<file path="src/hdl/deq_pkg.sv">
// Shared types, constants and ring arithmetic for the double-ended queue.
package deq_pkg;

  localparam int DEPTH    = 32;
  localparam int MAX_OUT  = 32;
  localparam int PTR_W    = $clog2(DEPTH);
  localparam int CNT_W    = $clog2(DEPTH + 1);
  localparam int LIST_MAX = (DEPTH < MAX_OUT) ? DEPTH : MAX_OUT;
  localparam int WORD_W   = 32;
  localparam int ACT_W    = 3;
  localparam int STAT_W   = 2;

  typedef enum logic [ACT_W-1:0] {
    ACT_PUSH_FRONT = 3'd0,
    ACT_PUSH_REAR  = 3'd1,
    ACT_POP_FRONT  = 3'd2,
    ACT_POP_REAR   = 3'd3,
    ACT_LIST       = 3'd4
  } action_t;

  typedef enum logic [STAT_W-1:0] {
    ST_OK    = 2'd0,
    ST_EMPTY = 2'd1,
    ST_FULL  = 2'd2
  } status_t;

  typedef enum logic [1:0] {
    S_IDLE,
    S_POP_RD,
    S_LIST_RD,
    S_LIST_OUT
  } state_t;

  typedef struct packed {
    logic    push_front;
    logic    push_rear;
    logic    pop_front;
    logic    pop_rear;
    logic    list_start;
    logic    list_read;
    logic    list_step;
    logic    out_load;
    status_t out_status;
    logic    out_from_mem;
    logic    out_last;
  } cmd_t;

  typedef struct packed {
    logic empty;
    logic full;
    logic list_last;
    logic out_free;
  } stat_t;

  function automatic logic [PTR_W-1:0] ring_add(input logic [PTR_W-1:0] base,
                                                input logic [CNT_W-1:0] offs);
    logic [CNT_W:0] sum;
    sum = {{(CNT_W + 1 - PTR_W){1'b0}}, base} + {1'b0, offs};
    if (sum >= (CNT_W + 1)'(DEPTH)) begin
      sum = sum - (CNT_W + 1)'(DEPTH);
    end
    return sum[PTR_W-1:0];
  endfunction

endpackage

</file>
<file path="src/hdl/double_ended_queue_unit.sv">
// Top level of the bounded double-ended queue of signed 32-bit words.
//
// Input channel s_*: s_tuser carries the action (push front, push rear,
// pop front, pop rear, list), s_tdata the word to push. Output channel m_*:
// m_tuser carries the status (ok, empty, full), m_tdata the popped or listed
// word (zero unless ok), m_tlast marks the final result of an input transfer.
// Every accepted action gives one result, except a list of a nonempty queue,
// which gives one result per stored word front to rear (at most 32); unknown
// actions give none.
// A push needs no storage read, and its result is visible the next cycle.
// A pop first reads the storage into its read register and then loads the
// output register. A list repeats those two steps for each word in turn.
// Input is held off while a pop or list is in progress and while the output
// register holds a result that the receiver has not taken; a stall on
// m_tready simply holds the result.
// Reset empties the queue at once; no clearing pass is needed.
module double_ended_queue_unit (
  input  logic                                clk,
  input  logic                                rst,
  input  logic                                s_tvalid,
  output logic                                s_tready,
  input  logic signed [deq_pkg::WORD_W-1:0]   s_tdata,  // [31:0] value
  input  logic [deq_pkg::ACT_W-1:0]           s_tuser,  // [2:0] action
  output logic                                m_tvalid,
  input  logic                                m_tready,
  output logic signed [deq_pkg::WORD_W-1:0]   m_tdata,  // [31:0] word
  output logic [deq_pkg::STAT_W-1:0]          m_tuser,  // [1:0] status
  output logic                                m_tlast
);
  import deq_pkg::*;

  cmd_t  cmd;
  stat_t stat;

  deq_ctrl u_ctrl (
    .clk      (clk),
    .rst      (rst),
    .s_tvalid (s_tvalid),
    .action   (s_tuser),
    .stat     (stat),
    .s_tready (s_tready),
    .cmd      (cmd)
  );

  deq_datapath u_datapath (
    .clk      (clk),
    .rst      (rst),
    .cmd      (cmd),
    .value    (s_tdata),
    .m_tready (m_tready),
    .stat     (stat),
    .m_tvalid (m_tvalid),
    .status   (m_tuser),
    .word     (m_tdata),
    .last     (m_tlast)
  );

endmodule

</file>
<file path="src/hdl/deq_ctrl.sv">
// Controller state machine that sequences pushes, pops and listings.
module deq_ctrl (
  input  logic                         clk,
  input  logic                         rst,
  input  logic                         s_tvalid,
  input  logic [deq_pkg::ACT_W-1:0]    action,
  input  deq_pkg::stat_t               stat,
  output logic                         s_tready,
  output deq_pkg::cmd_t                cmd
);
  import deq_pkg::*;

  state_t state;
  state_t state_next;
  logic   accept;

  assign s_tready = (state == S_IDLE) && stat.out_free;
  assign accept   = s_tvalid && s_tready;

  always_ff @(posedge clk) begin
    if (rst) begin
      state <= S_IDLE;
    end else begin
      state <= state_next;
    end
  end

  always_comb begin
    state_next = state;
    unique case (state)
      S_IDLE: begin
        if (accept) begin
          if ((action == ACT_POP_FRONT || action == ACT_POP_REAR) && !stat.empty) begin
            state_next = S_POP_RD;
          end else if (action == ACT_LIST && !stat.empty) begin
            state_next = S_LIST_RD;
          end
        end
      end
      S_POP_RD:   state_next = S_IDLE;
      S_LIST_RD:  state_next = S_LIST_OUT;
      S_LIST_OUT: begin
        if (stat.out_free) begin
          state_next = stat.list_last ? S_IDLE : S_LIST_RD;
        end
      end
      default:    state_next = S_IDLE;
    endcase
  end

  always_comb begin
    cmd = '0;
    cmd.out_status = ST_OK;
    unique case (state)
      S_IDLE: begin
        if (accept) begin
          unique case (action)
            ACT_PUSH_FRONT, ACT_PUSH_REAR: begin
              cmd.out_load   = 1'b1;
              cmd.out_last   = 1'b1;
              cmd.out_status = stat.full ? ST_FULL : ST_OK;
              cmd.push_front = !stat.full && (action == ACT_PUSH_FRONT);
              cmd.push_rear  = !stat.full && (action == ACT_PUSH_REAR);
            end
            ACT_POP_FRONT, ACT_POP_REAR: begin
              if (stat.empty) begin
                cmd.out_load   = 1'b1;
                cmd.out_last   = 1'b1;
                cmd.out_status = ST_EMPTY;
              end else begin
                cmd.pop_front = (action == ACT_POP_FRONT);
                cmd.pop_rear  = (action == ACT_POP_REAR);
              end
            end
            ACT_LIST: begin
              if (stat.empty) begin
                cmd.out_load   = 1'b1;
                cmd.out_last   = 1'b1;
                cmd.out_status = ST_EMPTY;
              end else begin
                cmd.list_start = 1'b1;
              end
            end
            default: ;
          endcase
        end
      end
      S_POP_RD: begin
        cmd.out_load     = 1'b1;
        cmd.out_from_mem = 1'b1;
        cmd.out_last     = 1'b1;
      end
      S_LIST_RD: begin
        cmd.list_read = 1'b1;
      end
      S_LIST_OUT: begin
        if (stat.out_free) begin
          cmd.out_load     = 1'b1;
          cmd.out_from_mem = 1'b1;
          cmd.out_last     = stat.list_last;
          cmd.list_step    = 1'b1;
        end
      end
      default: ;
    endcase
  end

endmodule

</file>
<file path="src/hdl/deq_datapath.sv">
// Datapath: ring storage, head and fill registers, list counter and output register.
module deq_datapath (
  input  logic                                clk,
  input  logic                                rst,
  input  deq_pkg::cmd_t                       cmd,
  input  logic signed [deq_pkg::WORD_W-1:0]   value,
  input  logic                                m_tready,
  output deq_pkg::stat_t                      stat,
  output logic                                m_tvalid,
  output logic [deq_pkg::STAT_W-1:0]          status,
  output logic signed [deq_pkg::WORD_W-1:0]   word,
  output logic                                last
);
  import deq_pkg::*;

  logic signed [WORD_W-1:0] mem [DEPTH];
  logic signed [WORD_W-1:0] rdata;
  logic [PTR_W-1:0]         head;
  logic [PTR_W-1:0]         head_dec;
  logic [CNT_W-1:0]         count;
  logic [CNT_W-1:0]         list_k;
  logic [CNT_W-1:0]         list_n;
  logic [PTR_W-1:0]         wr_addr;
  logic [PTR_W-1:0]         rd_addr;
  logic                     wr_en;
  logic                     rd_en;
  logic                     out_valid;

  assign head_dec = (head == '0) ? PTR_W'(DEPTH - 1) : head - PTR_W'(1);
  assign list_n   = (count < CNT_W'(LIST_MAX)) ? count : CNT_W'(LIST_MAX);

  assign wr_en   = cmd.push_front || cmd.push_rear;
  assign wr_addr = cmd.push_front ? head_dec : ring_add(head, count);

  assign rd_en = cmd.pop_front || cmd.pop_rear || cmd.list_read;
  always_comb begin
    if (cmd.pop_front) begin
      rd_addr = head;
    end else if (cmd.pop_rear) begin
      rd_addr = ring_add(head, count - CNT_W'(1));
    end else begin
      rd_addr = ring_add(head, list_k);
    end
  end

  always_ff @(posedge clk) begin
    if (wr_en) begin
      mem[wr_addr] <= value;
    end
    if (rd_en) begin
      rdata <= mem[rd_addr];
    end
  end

  always_ff @(posedge clk) begin
    if (rst) begin
      head  <= '0;
      count <= '0;
    end else begin
      if (cmd.push_front) begin
        head <= head_dec;
      end else if (cmd.pop_front) begin
        head <= ring_add(head, CNT_W'(1));
      end
      if (wr_en) begin
        count <= count + CNT_W'(1);
      end else if (cmd.pop_front || cmd.pop_rear) begin
        count <= count - CNT_W'(1);
      end
    end
  end

  always_ff @(posedge clk) begin
    if (cmd.list_start) begin
      list_k <= '0;
    end else if (cmd.list_step) begin
      list_k <= list_k + CNT_W'(1);
    end
  end

  always_ff @(posedge clk) begin
    if (rst) begin
      out_valid <= 1'b0;
    end else if (cmd.out_load) begin
      out_valid <= 1'b1;
    end else if (m_tready) begin
      out_valid <= 1'b0;
    end
  end

  always_ff @(posedge clk) begin
    if (cmd.out_load) begin
      status <= cmd.out_status;
      word   <= cmd.out_from_mem ? rdata : '0;
      last   <= cmd.out_last;
    end
  end

  assign m_tvalid       = out_valid;
  assign stat.empty     = (count == '0);
  assign stat.full      = (count == CNT_W'(DEPTH));
  assign stat.list_last = ((list_k + CNT_W'(1)) == list_n);
  assign stat.out_free  = !out_valid || m_tready;

  a_count_bound: assert property (@(posedge clk) disable iff (rst)
    count <= CNT_W'(DEPTH))
    else $error("fill count above capacity");

  a_load_free: assert property (@(posedge clk) disable iff (rst)
    cmd.out_load |-> stat.out_free)
    else $error("output register overwritten while held");

  a_push_room: assert property (@(posedge clk) disable iff (rst)
    (cmd.push_front || cmd.push_rear) |-> !stat.full)
    else $error("push into full queue");

  a_pop_data: assert property (@(posedge clk) disable iff (rst)
    (cmd.pop_front || cmd.pop_rear || cmd.list_start) |-> !stat.empty)
    else $error("read from empty queue");

endmodule
</file>
<file path="config.mk">
export PLATFORM = sky130hd
export DESIGN_NAME = double_ended_queue_unit
export DESIGN_NICKNAME = d
export VERILOG_FILES = /design/src/hdl/deq_pkg.sv /design/src/hdl/double_ended_queue_unit.sv /design/src/hdl/deq_ctrl.sv /design/src/hdl/deq_datapath.sv
export SDC_FILE = /design/constraint.sdc
export NUM_CORES = 1
export LEC_CHECK = 0
export BUFFER_PORTS_ARGS = -buffer_cell sky130_fd_sc_hd__buf_2
export CAP_MARGIN = 20
export CORE_MARGIN = 4
export CORE_UTILIZATION = 45
export CTS_BUF_LIST = sky130_fd_sc_hd__clkbuf_2
export DETAILED_ROUTE_END_ITERATION = 16
export SLEW_MARGIN = 20
export SYNTH_ARGS = -nofsm -noshare
export SYNTH_HDL_FRONTEND = slang
export SYNTH_SLANG_ARGS = --single-unit
</file>
<file path="constraint.sdc">
create_clock -name clk -period 7.9 [get_ports clk]
set_input_delay 1.58 -clock clk [delete_from_list [all_inputs] [get_ports clk]]
set_output_delay 1.58 -clock clk [all_outputs]
set_load 0.02 [all_outputs]
</file>
==> Yosys cells after proc, flatten, opt, wreduce, memory -nomap -nowiden <==
Memory sizes are Yosys's and may differ from the RTL's. A register that Yosys moved wholly into a read port is not among the register bits.
Index checks and enable logic that the tools add are counted.
{ "word_totals": {"regBits": 55, "latchBits": 0, "mem_bits_rw": 1024, "romBits": 0, "inputBits": 39, "output_inout_bits": 37, "elab_cells": 108, "n_memories": 1} }
{ "classes": {"add_sub_neg": 12, "mul": 0, "div": 0, "magnitude_cmp": 5, "eq_ne": 12, "shifts": 0, "n_mux": 44, "bitwise": 0, "reduce_logical": 26} }
{ "mem_list": {"columns": ["memory", "words", "word_bits", "read_ports", "rd_ports_with_merged_regs", "write_ports", "line_no", "rtl"], "rows": [
  ["u_datapath.mem", 32, 32, 1, 1, 1, "deq_datapath.sv:16", "logic signed [WORD_W-1:0] mem [DEPTH];"]
]} }
{ "ops": {"columns": ["cell", "n"], "rows": [
  ["5-bit two-way mux", 12],
  ["5-bit by 1-bit subtractor with 5-bit output (second input constant)", 5],
  ["2-bit two-way mux", 11],
  ["5-bit by 6-bit adder with 7-bit output", 3],
  ["7-bit by 6-bit >= comparator with 1-bit output (second input constant)", 3],
  ["6-bit two-way mux", 3],
  ["6-bit by 1-bit adder with 6-bit output (second input constant)", 2],
  ["1-bit two-way mux", 10],
  ["2-bit one-hot mux with 4 select lines", 1],
  ["5-bit by 1-bit adder with 6-bit output (second input constant)", 1],
  ["3-bit by 2-bit equality test with 1-bit output (second input constant)", 2],
  ["6-bit equality test", 1],
  ["6-bit equality test (second input constant)", 1],
  ["6-bit >= comparator (second input constant)", 1],
  ["1-bit logical AND", 6],
  ["6-bit zero test", 1],
  ["6-bit less-than comparator (second input constant)", 1],
  ["3-bit two-way mux", 2],
  ["1-bit one-hot mux with 3 select lines", 2],
  ["3-bit one-hot mux with 2 select lines", 1],
  ["2-bit nonzero test", 3],
  ["6-bit by 1-bit subtractor with 6-bit output (second input constant)", 1],
  ["5-bit zero test", 1],
  ["1-bit logical OR", 5],
  ["14 further kinds", 20]
]} }

==> Depth between registers and ports, before layout <==
{ "depth": {"ltp_word": 9, "ltp_mapped": 18, "mapped_depth_nobuf": 16} }

==> Cells and area by module <==
Synthesis repeated with hierarchy kept, for this count alone.
{ "hier_totals": {"hier_cells": 3636, "hier_area_um2": 48635.4} }
{ "modules_own_cells": {"columns": ["module", "n_inst", "cells_each", "area_per_inst_um2", "seq_area_each_um2"], "rows": [
  ["deq_datapath", 1, 3603, 48375.1, 33121.8],
  ["deq_ctrl", 1, 33, 260.2, 40.0]
]} }

==> Least setup slack after synthesis <==
Ideal clock, no wire load.
{ "synth_timing": {"path_kind": "in2reg", "start": "in m_tready", "end": "reg u_datapath.rdata[10] (read register of u_datapath.mem), data pin", "setup_time_ps": 167, "arrival_ps": 5008, "required_time_ps": 7733, "setup_slack_ps": 2724, "cell_stages": 15, "path_buffers": 2, "path_cell_list": "nand2b_1 -> clkbuf_1 -> nand4_1 -> nor2_1 -> mux2_2 -> ha_1 -> fa_1 -> a21o_1 -> a21oi_1 -> nor2_1 -> mux2i_1 -> mux2_2 -> clkbuf_1 -> a22o_1 -> a211oi_1"} }
{ "synth_via": {"elab_chain_len": 7, "word_cells_on_any_way": 9, "cone_classes": "4 x mux; 5 x reduce/logical"} }
{ "synth_rtl": {"columns": ["item", "line_no", "rtl"], "rows": [
  ["start: declaration", "double_ended_queue_unit.sv:25", "input logic m_tready,"],
  ["1-bit logical OR (*)", "deq_datapath.sv:103", "assign stat.out_free = !out_valid || m_tready;"],
  ["1-bit logical AND (*)", "deq_ctrl.sv:17", "assign s_tready = (state == S_IDLE) && stat.out_free;"],
  ["1-bit logical AND (*)", "deq_ctrl.sv:18", "assign accept = s_tvalid && s_tready;"],
  ["5-bit two-way mux (*)", "deq_ctrl.sv:56", "if (accept) begin"],
  ["5-bit two-way mux (*)", "deq_ctrl.sv:54", "unique case (state)"],
  ["5-bit two-way mux or 1-bit logical OR (tied branches)", "deq_datapath.sv:39, deq_datapath.sv:35", null],
  ["5-bit two-way mux or 1-bit logical OR (tied branches)", "deq_datapath.sv:37, deq_datapath.sv:35", null],
  ["end: declaration", "deq_datapath.sv:17", "logic signed [WORD_W-1:0] rdata;"]
]} }
Mark *: on every way between the ends. The rest lies on a longest branch, timed or not.
A chain may end at the register's enable or synchronous reset.

==> Worst setup path in the final report <==
{ "layout_timing": {"start": "reg u_datapath.count[1]", "end": "reg u_datapath.rdata[7] (read register of u_datapath.mem), data pin"} }
{ "layout_via": {"elab_chain_len": 7, "word_cells_on_any_way": 14, "cone_classes": "3 x add/sub; 1 x order compare; 7 x mux; 3 x reduce/logical"} }
{ "layout_rtl": {"columns": ["item", "line_no", "rtl"], "rows": [
  ["start: declaration", "deq_datapath.sv:20", "logic [CNT_W-1:0] count;"],
  ["start signal: assignment", "deq_datapath.sv:66", "count <= count + CNT_W'(1);"],
  ["start signal: assignment", "deq_datapath.sv:68", "count <= count - CNT_W'(1);"],
  ["branches (longest 7 deep; another with 5-bit by 6-bit adder with 7-bit output)", null, null]
]} }
Parallel ways; which one is timed is not known.

==> impl_metrics.env <==
export IMPL_p_clk_frac=0.330
export IMPL_status="complete, no violations"
export IMPL_p_sw_frac=0.266
export IMPL_fmaxAchievable_mhz=172
export IMPL_ioPinCount=76
export IMPL_rows=114
export IMPL_power_frac_comb=0.097
export IMPL_fin_cells=4604
export IMPL_io_buffers=75
export IMPL_start_util=0.453
export IMPL_hp_start="rst"
export IMPL_synth_compound_area_share=0.0526
export IMPL_die_h_um=320
export IMPL_dp_slack_ns=1.32
export IMPL_cts_tree="built"
export IMPL_coreArea_um2=96600
export IMPL_crit_chain="inv_1 -> ha_1 -> or4b_4 -> nor2_1 -> nor2_1 -> mux2_2 -> ha_1 -> fa_1 -> xor2_1 -> mux2i_1 -> and2_2 -> buf_4 -> a32oi_1 -> a31oi_1 -> a211oi_1"
export IMPL_power_density_nw_per_um2=237
export IMPL_fin_area_um2=48500
export IMPL_synth_top_family_by_area="simple AND/OR/NAND/NOR gates"
export IMPL_p_leak_uw=0.0179
export IMPL_power_frac_seq=0.573
export IMPL_hold_buffers=0
export IMPL_r2r_slack_ns=2.08
export IMPL_finalSetupViolCount=0
export IMPL_yosysTopAreaCell="edfxtp_1"
export IMPL_path_clk_slew_ns=0.12
export IMPL_placed_cells=4115
export IMPL_reg2reg_depth=15
export IMPL_final_common_cell="edfxtp_1"
export IMPL_drive_gt1_frac=0.190
export IMPL_cts_root_buf="clkbuf_2"
export IMPL_whs_path_depth=2
export IMPL_htreeDepth=5
export IMPL_worstMarginPinSlew_ns=1.14
export IMPL_wirelength_um=116000
export IMPL_synth_fp_nets=2906
export IMPL_critPathMaxFanout=30
export IMPL_antenna_found_initial=9
export IMPL_wire_per_inst_um=25.2
export IMPL_ant_nets=0
export IMPL_path_class="reg2reg"
export IMPL_hpwl_um=63300
export IMPL_maxSlewHeadroom=0.237
export IMPL_post_cts_resized=0
export IMPL_min_period_ns=5.82
export IMPL_viasPerCell=5.67
export IMPL_vias=26100
export IMPL_overflow=0
export IMPL_synth_edf_count=1091
export IMPL_cap_viol_max_count=0
export IMPL_fin_ws_ns=2.08
export IMPL_holdPathEnd="u_datapath.head[3]"
export IMPL_cts_sinks=1111
export IMPL_gp_congestion=0.835
export IMPL_yosys_area_top_type_share=0.749
export IMPL_p_total_uw=11500
export IMPL_tns_ns=0
export IMPL_ys_ff_latch=1111
export IMPL_async_flop_share=0
export IMPL_die_w_um=320
export IMPL_fin_skew_ns=0.207
export IMPL_finalCritPeriodShare=0.736
export IMPL_grt_max_degree=134
export IMPL_ys_flop_type="edfxtp_1"
export IMPL_reg2reg_from="u_datapath.count[1]"
export IMPL_ys_types=52
export IMPL_track_usage=0.225
export IMPL_synthAdderAreaFrac=0.00464
export IMPL_firstDrtPassIters=7
export IMPL_insertion_delay_ns=1.54
export IMPL_finalMaxSlewViolations=0
export IMPL_nets=3193
export IMPL_synth_simple_area_share=0.0915
export IMPL_cp_required_ns=8.97
export IMPL_dieArea_um2=102000
export IMPL_place_area_um2=46000
export IMPL_clk_path_buf_depth=4
export IMPL_ir_worst_vdd_v=0.000145
export IMPL_grt_pass1_wl_um=170000
export IMPL_cpMaxStageDelayCell="and2_2"
export IMPL_path_depth=15
export IMPL_cp_num_buf_inv=2
export IMPL_critPathCaptureType="register"
export IMPL_critPathTopFamily="simple AND/OR/NAND/NOR gates"
export IMPL_slowest_delay_ns=0.87
export IMPL_p_sw_uw=3060
export IMPL_finalHoldViolCount=0
export IMPL_cp_data_arrival_time_ns=6.88
export IMPL_numCtsBuffers=297
export IMPL_drcViolationCount=0
export IMPL_ys_warn_count=0
export IMPL_startpoint_type="register"
export IMPL_syn_avg_cell_area_um2=15.3
export IMPL_final_cell_mix="edfxtp_1 (1091), nand2_1 (537), clkbuf_2 (406)"
export IMPL_netlist_area_um2=43700
export IMPL_drt_iter0_drc=2700
export IMPL_p_int_uw=8440
export IMPL_yosysSeqAreaShare=0.758
export IMPL_grt_pass1_vias=26100
export IMPL_synth_top_cells_by_area="edfxtp_1 (75%), mux2i_1 (6.8%), nand2_1 (4.6%), nand3_1 (2.3%), a22oi_1 (2.2%)"
export IMPL_post_cts_setup_buffers=0
export IMPL_worstReg2RegEnd="u_datapath.rdata[7]"
export IMPL_synth_xor_area_frac=0.00601
export IMPL_synthToLayoutAreaGrowth_pct=10.8
export IMPL_synthMuxAreaShare=0.0691
export IMPL_synth_cells=2852
export IMPL_hp_class="in2reg"
export IMPL_rsz0062_at_grt="false"
synth_stat cells, types with 35 or more instances:
cell,number
a31oi_1,35
and2_1,40
buf_2,92
nand4_1,38
edfxtp_1,1091
nand3_1,198
mux2i_1,295
a22oi_1,131
nand2_1,537
nor2_1,74
clkbuf_1,60
metal layers:
metal  vias to the layer above  wire, um  global-route usage
met5                         -        13                   0
met4                         2      2630              0.0832
met3                       190      9120              0.0470
met2                      1127     55800               0.358
met1                     13100     48500               0.308
li1                      11600         -                   -
sequential cells by signal, indices dropped and copies added, names as in the netlist:
| signal | count |
|---|---|
| u_ctrl.state | 2 |
| u_datapath.count | 6 |
| u_datapath.mem | 1024 |
| u_datapath.status | 2 |
| u_datapath.word | 32 |
| u_datapath.list_k | 6 |
| u_datapath.m_tvalid | 1 |
| u_datapath.rdata | 32 |
| u_datapath.last | 1 |
| u_datapath.head | 5 |
worst max-delay path by stage:
stage	start	endpoint	slack, ns
2_1_floorplan	m_tready	u_datapath.rdata[10]	2.72
3_3_place_gp	m_tready	u_datapath.rdata[11]	1.39
3_5_place_dp	s_tuser[1]	u_datapath.rdata[14]	1.32
4_1_cts	u_datapath.count[1]	u_datapath.rdata[7]	2.08
5_1_grt	u_datapath.count[0]	u_datapath.rdata[7]	1.70
6_report	u_datapath.count[1]	u_datapath.rdata[7]	2.08
cell type report:
type	instances	area, um^2
tap	1276	1600
antenna	9	22.5
clock inverter	73	425
clock buffer	406	2030
inverter	8	31.3
sequential	1111	33200
multi-input combinational	1574	10100
timing repair buffer	147	1050
fill	8086	48100
cells by family after synthesis:
family | Yosys count
multiplexers | 301
AND/OR/NAND/NOR | 921
buffers and inverters | 167
XOR/XNOR | 30
flip-flops | 1111
AO/OA/AOI/OAI | 307
adder cells (fa/ha/maj) | 15
through the flow:
step	hold slack (ns)	utilization
6_report	0.386	0.502
5_1_grt	0.273	0.502
4_1_cts	0.220	0.501
3_5_place_dp	0.526	0.476
3_3_place_gp	0.529	0.475
2_1_floorplan	0.476	-
power by group through the flow:
stage | logic, uW | registers (uW) | clock network (uW)
2_1_floorplan | 682 | 6740 | 0
3_3_place_gp | 1090 | 6720 | 0
3_5_place_dp | 1110 | 6720 | 0
4_1_cts | 1110 | 6590 | 3910
5_1_grt | 1200 | 6600 | 4240
6_report | 1110 | 6590 | 3800
Power figures use the tool's default switching activity.
